File: src/rtl/cor_pkg.sv
// Shared widths, codes and small helper functions for the circle octant rasterizer.
// No dependencies; imported by every module of the block.
package cor_pkg;

    localparam int COORD_BITS  = 12;
    localparam int RADIUS_BITS = 10;
    localparam int OUT_BITS    = COORD_BITS + 1;
    localparam int DEC_BITS    = RADIUS_BITS + 4;

    // stream payload widths, rounded up to whole bytes
    localparam int IN_DATA_BITS  = ((2 * COORD_BITS + RADIUS_BITS + 7) / 8) * 8;
    localparam int OUT_DATA_BITS = ((2 * OUT_BITS + 7) / 8) * 8;

    // decision constants of the midpoint rule
    localparam int DEC_START   = 3;
    localparam int DEC_STEP_E  = 6;
    localparam int DEC_STEP_SE = 10;

    // func codes carried on s_tuser
    localparam logic FUNC_START   = 1'b0;
    localparam logic FUNC_ADVANCE = 1'b1;

    typedef enum logic [1:0] {
        JOB_ZERO,   // zero radius: center only
        JOB_START,  // four axis points
        JOB_STEP    // eight mirrored octant points
    } cor_job_kind_t;

    typedef struct packed {
        cor_job_kind_t kind;
        logic [2:0]    cnt;
        logic          fin;
    } cor_job_t;

    typedef struct packed {
        logic [OUT_BITS-1:0] px;
        logic [OUT_BITS-1:0] py;
        logic                last;
        logic                done;
    } cor_pixel_t;

    // index of the final pixel of a job
    function automatic logic [2:0] cor_last_cnt(cor_job_kind_t kind);
        logic [2:0] res;
        case (kind)
            JOB_ZERO:  res = 3'd0;
            JOB_START: res = 3'd3;
            JOB_STEP:  res = 3'd7;
            default:   res = 3'd0;
        endcase
        return res;
    endfunction

    // mirror pattern for a pixel: 0 (x,y) 1 (-x,y) 2 (-x,-y) 3 (x,-y)
    // 4 (y,x) 5 (-y,x) 6 (-y,-x) 7 (y,-x); start uses 0,3,4,5 with x = 0
    function automatic logic [2:0] cor_pattern(cor_job_kind_t kind, logic [2:0] cnt);
        logic [2:0] res;
        res = cnt;
        if (kind == JOB_START) begin
            case (cnt)
                3'd0:    res = 3'd0;
                3'd1:    res = 3'd3;
                3'd2:    res = 3'd4;
                default: res = 3'd5;
            endcase
        end
        return res;
    endfunction

endpackage

File: src/rtl/circle_octant_rasterizer_top.sv
// Top level of the midpoint circle rasterizer: state update, job sequencing, output register.
// Depends on cor_pkg and cor_point.
//
// Usage:
//   s_ channel carries commands. s_tuser is func: 0 starts a circle from the
//   center and radius in s_tdata, 1 advances one octant step.
//   m_ channel carries pixels, one per transfer. m_tlast marks the final
//   pixel caused by a command, m_tuser marks the pixel that closes the circle.
// Timing:
//   The circle state is updated in the cycle a command transfers; its pixels
//   leave one per cycle while m_tready is high, from a single output
//   register, the first one having passed the job register and then the
//   output register. A start yields 4 pixels (1 for zero radius), an advance
//   yields 8, an advance with no circle active yields none. The next command
//   transfers in the cycle the previous command's last pixel is loaded, so
//   commands follow back to back.
// Reset:
//   aresetn low clears the circle state, drops any pending pixels and leaves
//   m_tvalid low. No circle is active after reset.
// Stall:
//   With m_tready low the output register holds its pixel; the pending
//   command waits, and s_tready stays low until its last pixel is loaded.
module circle_octant_rasterizer_top (
    input  logic                               aclk,
    input  logic                               aresetn,
    input  logic                               s_tvalid,
    output logic                               s_tready,
    // s_tdata: center_x, center_y, radius (from bit 0 up), zero padded
    input  logic [cor_pkg::IN_DATA_BITS-1:0]   s_tdata,
    // s_tuser: func
    input  logic                               s_tuser,
    output logic                               m_tvalid,
    input  logic                               m_tready,
    // m_tdata: point_x, point_y (from bit 0 up), zero padded
    output logic [cor_pkg::OUT_DATA_BITS-1:0]  m_tdata,
    output logic                               m_tlast,
    // m_tuser: done_res
    output logic                               m_tuser
);
    import cor_pkg::*;

    // command fields
    logic [COORD_BITS-1:0]  in_cx;
    logic [COORD_BITS-1:0]  in_cy;
    logic [RADIUS_BITS-1:0] in_r;

    assign in_cx = s_tdata[COORD_BITS-1:0];
    assign in_cy = s_tdata[2*COORD_BITS-1:COORD_BITS];
    assign in_r  = s_tdata[2*COORD_BITS+RADIUS_BITS-1:2*COORD_BITS];

    // circle state
    logic [RADIUS_BITS-1:0] step_x_reg, step_x_next;
    logic [RADIUS_BITS-1:0] step_y_reg, step_y_next;
    logic [DEC_BITS-1:0]    dec_reg, dec_next;
    logic [COORD_BITS-1:0]  cx_reg, cx_next;
    logic [COORD_BITS-1:0]  cy_reg, cy_next;
    logic                   active_reg, active_next;

    // pending pixel job
    logic                   job_valid_reg, job_valid_next;
    cor_job_t               job_reg, job_next;

    // output register
    logic                     m_tvalid_reg, m_tvalid_next;
    logic [OUT_DATA_BITS-1:0] m_tdata_reg, m_tdata_next;
    logic                     m_tlast_reg, m_tlast_next;
    logic                     m_tuser_reg, m_tuser_next;

    cor_pixel_t pixel;

    logic out_free;
    logic emit;
    logic accept;

    // octant step arithmetic
    logic [DEC_BITS-1:0]    x_ext;
    logic [DEC_BITS-1:0]    y_ext;
    logic [DEC_BITS-1:0]    r_ext;
    logic [DEC_BITS-1:0]    dec_e;
    logic [DEC_BITS-1:0]    dec_se;
    logic [DEC_BITS-1:0]    dec_start;
    logic                   dec_neg;
    logic [RADIUS_BITS-1:0] x_adv;
    logic [RADIUS_BITS-1:0] y_adv;
    logic                   fin_adv;

    cor_point u_point (
        .job      (job_reg),
        .step_x   (step_x_reg),
        .step_y   (step_y_reg),
        .center_x (cx_reg),
        .center_y (cy_reg),
        .pixel    (pixel)
    );

    // handshake: a command transfers when no job is pending or once the current job loads its last pixel
    assign out_free = !m_tvalid_reg || m_tready;
    assign emit     = job_valid_reg && out_free;
    assign s_tready = !job_valid_reg || (emit && pixel.last);
    assign accept   = s_tvalid && s_tready;

    always_comb begin
        x_ext     = DEC_BITS'(step_x_reg);
        y_ext     = DEC_BITS'(step_y_reg);
        r_ext     = DEC_BITS'(in_r);
        dec_neg   = dec_reg[DEC_BITS-1];
        dec_e     = dec_reg + (x_ext << 2) + DEC_BITS'(DEC_STEP_E);
        dec_se    = dec_reg + ((x_ext - y_ext) << 2) + DEC_BITS'(DEC_STEP_SE);
        dec_start = DEC_BITS'(DEC_START) - (r_ext << 1);
        x_adv     = step_x_reg + RADIUS_BITS'(1);
        y_adv     = dec_neg ? step_y_reg : (step_y_reg - RADIUS_BITS'(1));
        fin_adv   = (x_adv >= y_adv);
    end

    always_comb begin
        step_x_next    = step_x_reg;
        step_y_next    = step_y_reg;
        dec_next       = dec_reg;
        cx_next        = cx_reg;
        cy_next        = cy_reg;
        active_next    = active_reg;
        job_valid_next = job_valid_reg;
        job_next       = job_reg;

        if (emit) begin
            if (pixel.last) begin
                job_valid_next = 1'b0;
            end else begin
                job_next.cnt = job_reg.cnt + 3'd1;
            end
        end

        if (accept) begin
            if (s_tuser == FUNC_START) begin
                cx_next        = in_cx;
                cy_next        = in_cy;
                step_x_next    = '0;
                step_y_next    = in_r;
                dec_next       = dec_start;
                active_next    = (in_r != '0);
                job_valid_next = 1'b1;
                job_next.kind  = (in_r == '0) ? JOB_ZERO : JOB_START;
                job_next.cnt   = 3'd0;
                job_next.fin   = 1'b0;
            end else if (active_reg) begin
                step_x_next    = x_adv;
                step_y_next    = y_adv;
                dec_next       = dec_neg ? dec_e : dec_se;
                active_next    = !fin_adv;
                job_valid_next = 1'b1;
                job_next.kind  = JOB_STEP;
                job_next.cnt   = 3'd0;
                job_next.fin   = fin_adv;
            end else begin
                // advance with no circle: nothing to draw
                job_valid_next = 1'b0;
            end
        end
    end

    // output register: loads a pixel when free or being drained
    always_comb begin
        m_tvalid_next = m_tvalid_reg;
        m_tdata_next  = m_tdata_reg;
        m_tlast_next  = m_tlast_reg;
        m_tuser_next  = m_tuser_reg;
        if (emit) begin
            m_tvalid_next                         = 1'b1;
            m_tdata_next                          = '0;
            m_tdata_next[OUT_BITS-1:0]            = pixel.px;
            m_tdata_next[2*OUT_BITS-1:OUT_BITS]   = pixel.py;
            m_tlast_next                          = pixel.last;
            m_tuser_next                          = pixel.done;
        end else if (m_tready) begin
            m_tvalid_next = 1'b0;
        end
    end

    always_ff @(posedge aclk) begin
        if (!aresetn) begin
            step_x_reg    <= '0;
            step_y_reg    <= '0;
            dec_reg       <= '0;
            cx_reg        <= '0;
            cy_reg        <= '0;
            active_reg    <= 1'b0;
            job_valid_reg <= 1'b0;
            m_tvalid_reg  <= 1'b0;
        end else begin
            step_x_reg    <= step_x_next;
            step_y_reg    <= step_y_next;
            dec_reg       <= dec_next;
            cx_reg        <= cx_next;
            cy_reg        <= cy_next;
            active_reg    <= active_next;
            job_valid_reg <= job_valid_next;
            m_tvalid_reg  <= m_tvalid_next;
        end
    end

    // payload, no reset needed
    always_ff @(posedge aclk) begin
        job_reg     <= job_next;
        m_tdata_reg <= m_tdata_next;
        m_tlast_reg <= m_tlast_next;
        m_tuser_reg <= m_tuser_next;
    end

    assign m_tvalid = m_tvalid_reg;
    assign m_tdata  = m_tdata_reg;
    assign m_tlast  = m_tlast_reg;
    assign m_tuser  = m_tuser_reg;

endmodule

File: src/rtl/cor_point.sv
// Pixel generator: mirrors the current octant point about the held center.
// Depends on cor_pkg.
module cor_point (
    input  cor_pkg::cor_job_t                 job,
    input  logic [cor_pkg::RADIUS_BITS-1:0]   step_x,
    input  logic [cor_pkg::RADIUS_BITS-1:0]   step_y,
    input  logic [cor_pkg::COORD_BITS-1:0]    center_x,
    input  logic [cor_pkg::COORD_BITS-1:0]    center_y,
    output cor_pkg::cor_pixel_t               pixel
);
    import cor_pkg::*;

    logic [2:0]          pat;
    logic                swap;
    logic                neg_x;
    logic                neg_y;
    logic [OUT_BITS-1:0] off_x;
    logic [OUT_BITS-1:0] off_y;
    logic [OUT_BITS-1:0] cx_ext;
    logic [OUT_BITS-1:0] cy_ext;

    always_comb begin
        pat   = cor_pattern(job.kind, job.cnt);
        swap  = pat[2];
        neg_x = pat[1] ^ pat[0];
        neg_y = pat[1];

        off_x = swap ? OUT_BITS'(step_y) : OUT_BITS'(step_x);
        off_y = swap ? OUT_BITS'(step_x) : OUT_BITS'(step_y);

        cx_ext = {center_x[COORD_BITS-1], center_x};
        cy_ext = {center_y[COORD_BITS-1], center_y};

        pixel.px   = cx_ext + (neg_x ? -off_x : off_x);
        pixel.py   = cy_ext + (neg_y ? -off_y : off_y);
        pixel.last = (job.cnt == cor_last_cnt(job.kind));
        pixel.done = pixel.last
                   && ((job.kind == JOB_ZERO) || ((job.kind == JOB_STEP) && job.fin));
    end

endmodule

File: config.mk
export PLATFORM = sky130hd
export DESIGN_NAME = circle_octant_rasterizer_top
export DESIGN_NICKNAME = d
export VERILOG_FILES = /design/src/rtl/cor_pkg.sv /design/src/rtl/circle_octant_rasterizer_top.sv /design/src/rtl/cor_point.sv
export SDC_FILE = /design/constraint.sdc
export NUM_CORES = 1
export LEC_CHECK = 0
export ABC_AREA = 1
export BUFFER_PORTS_ARGS = -buffer_cell sky130_fd_sc_hd__buf_2
export CAP_MARGIN = 25
export CORE_ASPECT_RATIO = 1.25
export CORE_MARGIN = 2
export CORE_UTILIZATION = 61
export DETAILED_ROUTE_END_ITERATION = 10
export PLACE_DENSITY = 0.82
export SLEW_MARGIN = 20
export SYNTH_ARGS = -nofsm -noshare
export SYNTH_HDL_FRONTEND = slang
export SYNTH_HIERARCHICAL = 1
export SYNTH_SLANG_ARGS = --single-unit
File: constraint.sdc
create_clock -name aclk -period 4.5 [get_ports aclk]
set_input_delay 0.225 -clock aclk [delete_from_list [all_inputs] [get_ports aclk]]
set_output_delay 0.225 -clock aclk [all_outputs]
set_load 0.03 [all_outputs]
# After elaboration in Yosys (flattened, before gate mapping)
# Cells that the tools add are included.
# word_totals
regBits	95
input_bits	45
out_inout_bits	36
word_cells	87
# op_classes
addsub	13
n_eq_ne	6
reduce_logical	21
magnitude_cmp	1
mux	30
bitwise	2
# ops
cell	count
$mux 10	7
$mux 14	3
$add 13x13->13	2
$mux 13	2
$neg 13->13	2
$add 14x12->14	1
$add 14x14->14	1
$add 14x3->14 const B	1
$add 14x4->14 const B	1
$mux 6	2
$sub 2x11->12 const A	1
$sub 10x10->11	1
$add 10x1->10 const B	1
$ge 10x10->1	1
$logic_not 10->1	1
$mux 1	10
$reduce_bool 10->1	1
$sub 10x1->10 const B	1
$mux 3	3
$pmux 3 s3	1
$pmux 3 s2	1
$reduce_and 2->1	3
$reduce_bool 2->1	3
$logic_and 1x1->1	5
14 further kinds	18

# Longest topological paths before layout
# Gate-level depths: netlist of the first run.
# logic_depth
depth_word	8
mapped_depth	24
mapped_depth_nobuf	23

# Hierarchy
# Netlist of the first run, hierarchy kept.
# by_module_without_submodules
module	n_inst	area_each_um2	seq_area_each_um2	cells_each
circle_octant_rasterizer_top	1	6093.3	2192.1	779
cor_point	1	2142.1	0.0	373

# Least setup slack after synthesis of the first run
# OpenSTA, ideal clock, no wires.
# synth_timing
kind	register to register
from	register job_reg[5] (netlist name)
to	register m_tdata_reg[9], in the netlist m_tdata[9], data pin
path_buffers	1
path_stages_with_launch	21
required_ns	4.235
path_slack_ns	1.318
arrival_time_ns	2.917
setup_time_ns	0.265
synth_period_minus_slack_ns	3.182
path_cell_list	edfxtp_1 inv_1 ha_1 nand2_4 nand2_4 buf_8 nand2_1 o21ai_2 ha_1 nand3_1 nor2_1 nand3_1 nand2_1 xnor2_1 inv_1 ha_1 a21oi_1 o21ai_0 a21oi_1 o21ai_0 xor2_1
# synth_lines
item	line_no	source
from (decl)	circle_octant_rasterizer_top.sv:61	cor_job_t job_reg, job_next;
from (signal assigned)	circle_octant_rasterizer_top.sv:203	job_reg <= job_next;
to (signal assigned)	circle_octant_rasterizer_top.sv:204	m_tdata_reg <= m_tdata_next;
to (decl)	circle_octant_rasterizer_top.sv:65	logic [OUT_DATA_BITS-1:0] m_tdata_reg, m_tdata_next;

==> results of run 1 <==
-- worst max-delay path, cell delays in order, from the launching register on --
cell and delay [ns]:
edfxtp_1 0.42, inv_1 0.10, ha_1 0.28, nand2_4 0.17, nand2_4 0.28, nand2_1 0.11, o21ai_2 0.11, ha_1 0.20
nand3_1 0.07, nor2_1 0.23, inv_1 0.07, nand2_1 0.08, xnor2_1 0.12, inv_1 0.05, ha_1 0.35, a21oi_1 0.20
o21ai_0 0.11, a21oi_1 0.25, o21ai_0 0.15, xor2_1 0.16
-- power groups by stage --
stage               registers [W]  clock network [W]  logic, W
global route              0.00108           0.000795   0.00193
global placement          0.00109                  0   0.00164
CTS                       0.00107           0.000758   0.00169
floorplan                 0.00116                  0   0.00128
finish                    0.00107           0.000752   0.00170
detailed placement        0.00109                  0   0.00168
-- placed cells by master (no fill, tap or decap), types with 3 or more instances in the layout --
cell and instances:
a211oi_1 3, a21o_1 6, a21oi_1 122, a21oi_2 5, a31oi_1 5, buf_2 68, buf_4 6, clkbuf_16 9
clkinv_1 3, conb_1 6, dfxtp_1 63, edfxtp_1 31, fa_1 5, ha_1 99, inv_1 140, inv_2 6
nand2_1 263, nand2_2 5, nand2_4 6, nand3_1 101, nand4_1 13, nor2_1 61, nor2_2 4, nor3_1 4
nor3_2 3, o211ai_1 5, o21ai_0 64, o21ai_1 8, o21ai_2 4, o21bai_1 3, xnor2_1 24, xor2_1 40
-- routing by layer --
| metal | up-vias | part of all wire | track usage |
|---|---|---|---|
| met4 | 0 | 0.033 | 0.125 |
| met2 | 203 | 0.52 | 0.536 |
| li1 | 3925 | - | - |
| met3 | 48 | 0.042 | 0.0326 |
| met1 | 3498 | 0.41 | 0.331 |
| met5 | - | 0 | 0 |
-- worst paths after layout --
kind / cells past startpoint / from / slack, ns / end
setup / recovery: 19 / job_reg[5]$_SDFFCE_PN0P_ / 0.74 / m_tdata[11]$_DFFE_PP_
hold reg to reg: 2 / cy_reg[10]$_SDFFE_PN0P_ / 0.47 / cy_reg[10]$_SDFFE_PN0P_
setup reg to reg: 19 / job_reg[5]$_SDFFCE_PN0P_ / 0.74 / m_tdata[11]$_DFFE_PP_
hold / removal: 3 / s_tdata[17] / 0.15 / cy_reg[5]$_SDFFE_PN0P_
-- final cells by class --
| class | instances | area share |
|---|---|---|
| inverter | 148 | 0.0626 |
| multi-input combinational | 877 | 0.591 |
| timing repair buffer | 75 | 0.0449 |
| tap | 171 | 0.0240 |
| sequential | 94 | 0.246 |
| clock inverter | 5 | 0.00561 |
| clock buffer | 11 | 0.0261 |
-- metrics by stage --
step | cells | worst slack, ns | hold slack, ns | power [W] | util
floorplan | 1157 | 1.32 | 0.389 | 0.00243 | -
global placement | 1364 | 0.891 | 0.456 | 0.00273 | 0.652
detailed placement | 1364 | 0.774 | 0.458 | 0.00277 | 0.652
CTS | 1380 | 0.757 | 0.140 | 0.00352 | 0.673
global route | 1381 | 0.343 | 0.151 | 0.00381 | 0.674
finish | 1381 | 0.736 | 0.146 | 0.00353 | 0.674
-- kinds of logic after synthesis --
| logic type | after synthesis |
|---|---|
| AO/OA/AOI/OAI | 234 |
| XOR/XNOR | 65 |
| adder cells (fa/ha/maj) | 104 |
| buffers and inverters | 186 |
| flip-flops | 94 |
| multiplexers | 1 |
| other | 1 |
| AND/OR/NAND/NOR | 467 |
==> results.md, run 1 <==
* RSZ-0062 raised after global routing: no
* I/O pin count at a little over 80
* Drc violations at 0
* Register area share after synthesis at 0.266
* Detailed placement HPWL at 15500 um
* Simple-Gate Fraction of Synth Area at 0.246
* CTS Root Cell: clkbuf_16
* Largest cells by area after synthesis: dfxtp_1 15%, ha_1 15%, nand2_1 12%
* Relative slew slack at 0.366
* Share of the synthesized area in the top cell type at 0.153
* Flop pwr share at 0.304
* Fill count at between 1000 and 1500
* CTS buffer count at 9
* Register Area at 2190 um2
* Gpl congestion at about 0.94
* Worst-Skew Late Latency at about 0.35 ns
* Ys async rst share at 0
* Buffers on Ports at 68
* Combinational share of power at 0.483
* Placed Area at between 8000 and 9000 um2
* Core area at about 13000 um2
* Postcts setup bufs at 0
* Sw power at about 0.0015 W
* CTS Sinks at 94
* Endpoint class of the critical path: register
* Unique masters post-synth at 50
* Worst Tran Pin Value at between 0.9 and 1 ns
* Synthesis warning total at 6
* Vias at between 7000 and 8000
* Initial DRC count at roughly 370
* Maximum clock insertion buffer count at 2
* Post-synth EDFFs at 31
* Chip Width at 108 um
* Final Cycle Share at 0.836
* Multiplexer area fraction after synthesis at 0.00137
* Drt via density at ~5.6
* Routed wire per std cell at ~15 um
* Vias in the first global route at approximately 7400
* Critical path data arrival time at roughly 3.9 ns
* Die area at 14500 um2
* Status: completed
* Main combinational cell family by area after synthesis: simple AND/OR/NAND/NOR gates
* Post-route setup TNS at 0 ns
* Total track usage at 0.289
* Row count at 47
* Worst setup SP type: register
* Grt total ovfl at 0
* Count of final setup violators at 0
* Initial Utilization at 0.622
* Avg Inst Size Synth at 7.15 um2
* Slew Limit Fails at 0
* Hold Buf Count CTS at 0
* Largest register FFs at 26
* Max Cap Viol at 0
* Adder-cell share of the synthesized area at 0.163
* Fin Clk Skew at about 0.010 ns
* Leakage at approximately 4.6 nW
* Min-Delay Path Class: in -> reg
* Critical path class: reg -> reg
* Die Y-Extent at ~130 um
* Pwr dens at just under 400 nW/um2
* P&R area growth vs syn at 8.31%
* Pint at about 0.0020 W
* Flops & latches, synth at 94
* PostCTS Resize Cnt at 0
* Initial antenna violation count at 0
* VDD IR-drop max at about 0.00025 V
* Critical Path RT at 4.59 ns
* N_diodes at 0
* Area leader, netlist: dfxtp_1
* Largest net degree at the start of global routing at between 40 and 50
* Final wirelength at approximately 20000 um
* Final worst path period need at about 3.8 ns
* Area of the multi-input gates at ~5300 um2
* Drt pass-1 iters at 5
* Clock edge transition at the registers on the reported setup and hold paths at approximately 0.07 ns
* Synth Cell Area at ~8000 um2
* Clock power frac at 0.213
* Synthesized-area fraction occupied by xor and xnor cells at 0.0700
* Final hold violations at 0
* Synth cell count leaders: 263 x nand2_1, 141 x inv_1, 122 x a21oi_1, 101 x nand3_1, 99 x ha_1
* Layout cell share with drive strength beyond 1 at 0.105
* Most frequent cell after synthesis: nand2_1
* CTS H-tree depth at 3
* Antenna viol nets, final at 0
* Crit-path max FO at 25
* Gate Count Post-Synth at 1152
* Sw frac at 0.423
* Global-route wire length before repair at between 30000 and 40000 um
* Complex-gate fraction of the synthesized area at 0.158
* Top FF cell, synth: dfxtp_1
* CTS tree: done
* Nets at between 1000 and 1500
* Final Instance Area at just under 9000 um2
* Fmax at around 270 MHz
No activity file was read; power rests on OpenSTA's default activity.
==> run 2: changes to the inputs <==
CORE_UTILIZATION = 55   (was 61)
PLACE_DENSITY = 0.78   (was 0.82)
clock period = 3.1 ns   (was 4.5 ns; I/O delays follow)
==> results.md, run 2 (synthesis gave the netlist of run 1 again) <==
* Drc violations at 0
* Vias at ~8500
* Min-Delay Path Class: in -> reg
* Routed wire per std cell at roughly 16 um
* Final wirelength at about 24000 um
* VDD IR-drop max at 0.000358 V
* Maximum clock insertion buffer count at 2
* Worst-Skew Late Latency at about 0.36 ns
* Slew Limit Fails at 0
* CTS tree: done
* Layout Cells excl Fill at 1482
* Largest register FFs at 26
* Core area at ~15000 um2
* Nets at 1444
* Worst hold start: s_tdata[6]
* Placed insts at between 1000 and 1500
* RR Endpoint: dec_reg[9]$_SDFFE_PN0P_
* Total track usage at 0.281
* Max Cap Viol at 0
* Crit-path max FO at 4
* Final Cycle Share at 1.00
* Post-route setup TNS at -0.00457 ns
* Row count at 50
* Critical path class: reg -> reg
* I/O pin count at 81
* CTS Sinks at between 90 and 100
* Highest-count cells in the layout ignoring fill and taps: 243 x nand2_1, 134 x inv_1, 104 x a21oi_1
* Critical path data arrival time at between 3 and 4 ns
* Gpl congestion at 0.911
* N_diodes at 0
* Detailed placement HPWL at between 15000 and 20000 um
* Critical Path RT at roughly 3.4 ns
* Initial antenna violation count at 0
* Commonest non-fill, non-tap cell in the layout: nand2_1
* Final worst path period need at a little over 3 ns
* FF-to-FF setup slack at -0.005 ns
* Endpoint class of the critical path: register
* RR Startpoint: step_y_reg[4]$_SDFFE_PN0P_
* Hold EP: cx_reg[6]$_SDFFE_PN0P_
* Top Layer Used: met4
* Pwr dens at ~600 nW/um2
* Fin Clk Skew at around 0.0073 ns
* Relative slew slack at 0.545
* Count of final setup violators at 1
* Worst Tran Pin Value at 0.681 ns
* CTS buffer count at 9
* Fmax at 322 MHz
* Global-route wire length before repair at ~36000 um
* Layout cell share with drive strength beyond 1 at 0.259
* P&R area growth vs syn at 25.9%
* Failing checks: setup timing
* Met3 WL post-DR at around 1400 um
* Worst setup SP type: register
* Drt pass-1 iters at 7
* R2R depth at 19
* Clock edge transition at the registers on the reported setup and hold paths at 0.07 ns
* Final hold violations at 0
* Initial DRC count at ~670
* Status: finished with violations
* Chip Width at around 110 um
* Hold Path Cell Cnt at 3
* Drt via density at ~5.8
* Largest net degree at the start of global routing at 48
* RSZ-0062 raised after global routing: yes
* Vias in the first global route at 7936
* CTS H-tree depth at 3
* Buffers on Ports at 68
* Grt total ovfl at 0
* Final worst setup slack at -0.00457 ns
* M1 WL at around 9000 um
* Initial Utilization at 0.555
* CTS Root Cell: clkbuf_16
* DR WL met2 at around 12000 um
* Leakage at 5.09 nW
* Die area at 16000 um2
* Die Y-Extent at between 100 and 150 um
* Antenna viol nets, final at 0
==> run 2: changes by cell type in the layout (fill, tap and decap cells not counted), moves of 9 or more <==
cell,change
nand2_2,+19
a21oi_1,-18
nor2_2,+9
ha_1,-28
nand2_1,-20
a21oi_2,+15
o21ai_0,-15
ha_4,+26
nor2_1,-14
buf_4,+85
==> run 2: timing repair <==
action                                  in CTS  in global routing
endpoints found under the setup margin      14                 24
resized for setup                           16                138
hold buffers                                 0                  0
cloned                                       0                  1
buffers inserted                             6                  7
pin swaps                                    3                 55
==> run 2: report_power, final <==
group	leakage (nW)	internal (W)	switching, W
Clock	0.143	0.000653	0.000515
Combinational	4.14	0.00146	0.00200
Sequential	0.813	0.00146	0.0000912
==> run 2: area by class of cell <==
| class | instances | area [um2] |
|---|---|---|
| Timing Repair Buffer | 164 | 1090 |
| Tap cell | 182 | 228 |
| Multi-Input combinational cell | 878 | 5990 |
| Sequential cell | 94 | 2200 |
| Fill cell | 1129 | 4460 |
| Clock inverter | 4 | 55.1 |
| Inverter | 148 | 561 |
| Clock buffer | 12 | 246 |
==> run 2: how the worst max path moves through the flow <==
stage                               start                       to  slack [ns]  depth (start not counted)
5_1_grt          job_reg[5]$_SDFFCE_PN0P_    m_tdata[11]$_DFFE_PP_       -0.20                         20
3_3_place_gp     job_reg[5]$_SDFFCE_PN0P_     m_tdata[9]$_DFFE_PP_       -0.07                         19
6_report       step_y_reg[4]$_SDFFE_PN0P_  dec_reg[9]$_SDFFE_PN0P_      -0.005                         19
4_1_cts              job_reg[4]$_DFFE_PP_     m_tdata[9]$_DFFE_PP_       -0.02                         17
2_1_floorplan    job_reg[5]$_SDFFCE_PN0P_     m_tdata[9]$_DFFE_PP_        0.03                         20
3_5_place_dp     job_reg[5]$_SDFFCE_PN0P_    m_tdata[11]$_DFFE_PP_        -0.1                         19
==> run 2: worst max-delay path: stages (launching register included) <==
cell and delay (ns):
dfxtp_2 0.34, inv_2 0.06, ha_4 0.28, nand2_2 0.09, nor3_4 0.23, a21oi_2 0.09, buf_4 0.14, xnor2_1 0.21
ha_1 0.31, ha_4 0.27, nand2_2 0.10, inv_1 0.06, nand2_2 0.07, nand2_4 0.07, a21oi_4 0.14, xnor2_1 0.14
nand2_1 0.09, nand3_1 0.10, nand3_1 0.08, a21oi_1 0.16
==> run 2: metal layers <==
metal / vias up / global-route usage
li1: 4119 / -
met1: 3960 / 0.310
met2: 350 / 0.513
met3: 103 / 0.0374
met4: 0 / 0.163
met5: - / 0
==> run 2: metrics by stage <==
step / hold WS (ns) / total power (W) / worst slack (ns) / instance area [um2] / util
2_1_floorplan: 0.319 / 0.00354 / 0.0330 / 8270 / -
3_3_place_gp: 0.429 / 0.00426 / -0.0668 / 9220 / 0.622
3_5_place_dp: 0.434 / 0.00434 / -0.0960 / 9220 / 0.622
4_1_cts: 0.0526 / 0.00557 / -0.0171 / 9630 / 0.649
5_1_grt: 0.0603 / 0.00658 / -0.200 / 10400 / 0.699
6_report: 0.0558 / 0.00618 / -0.00457 / 10400 / 0.699
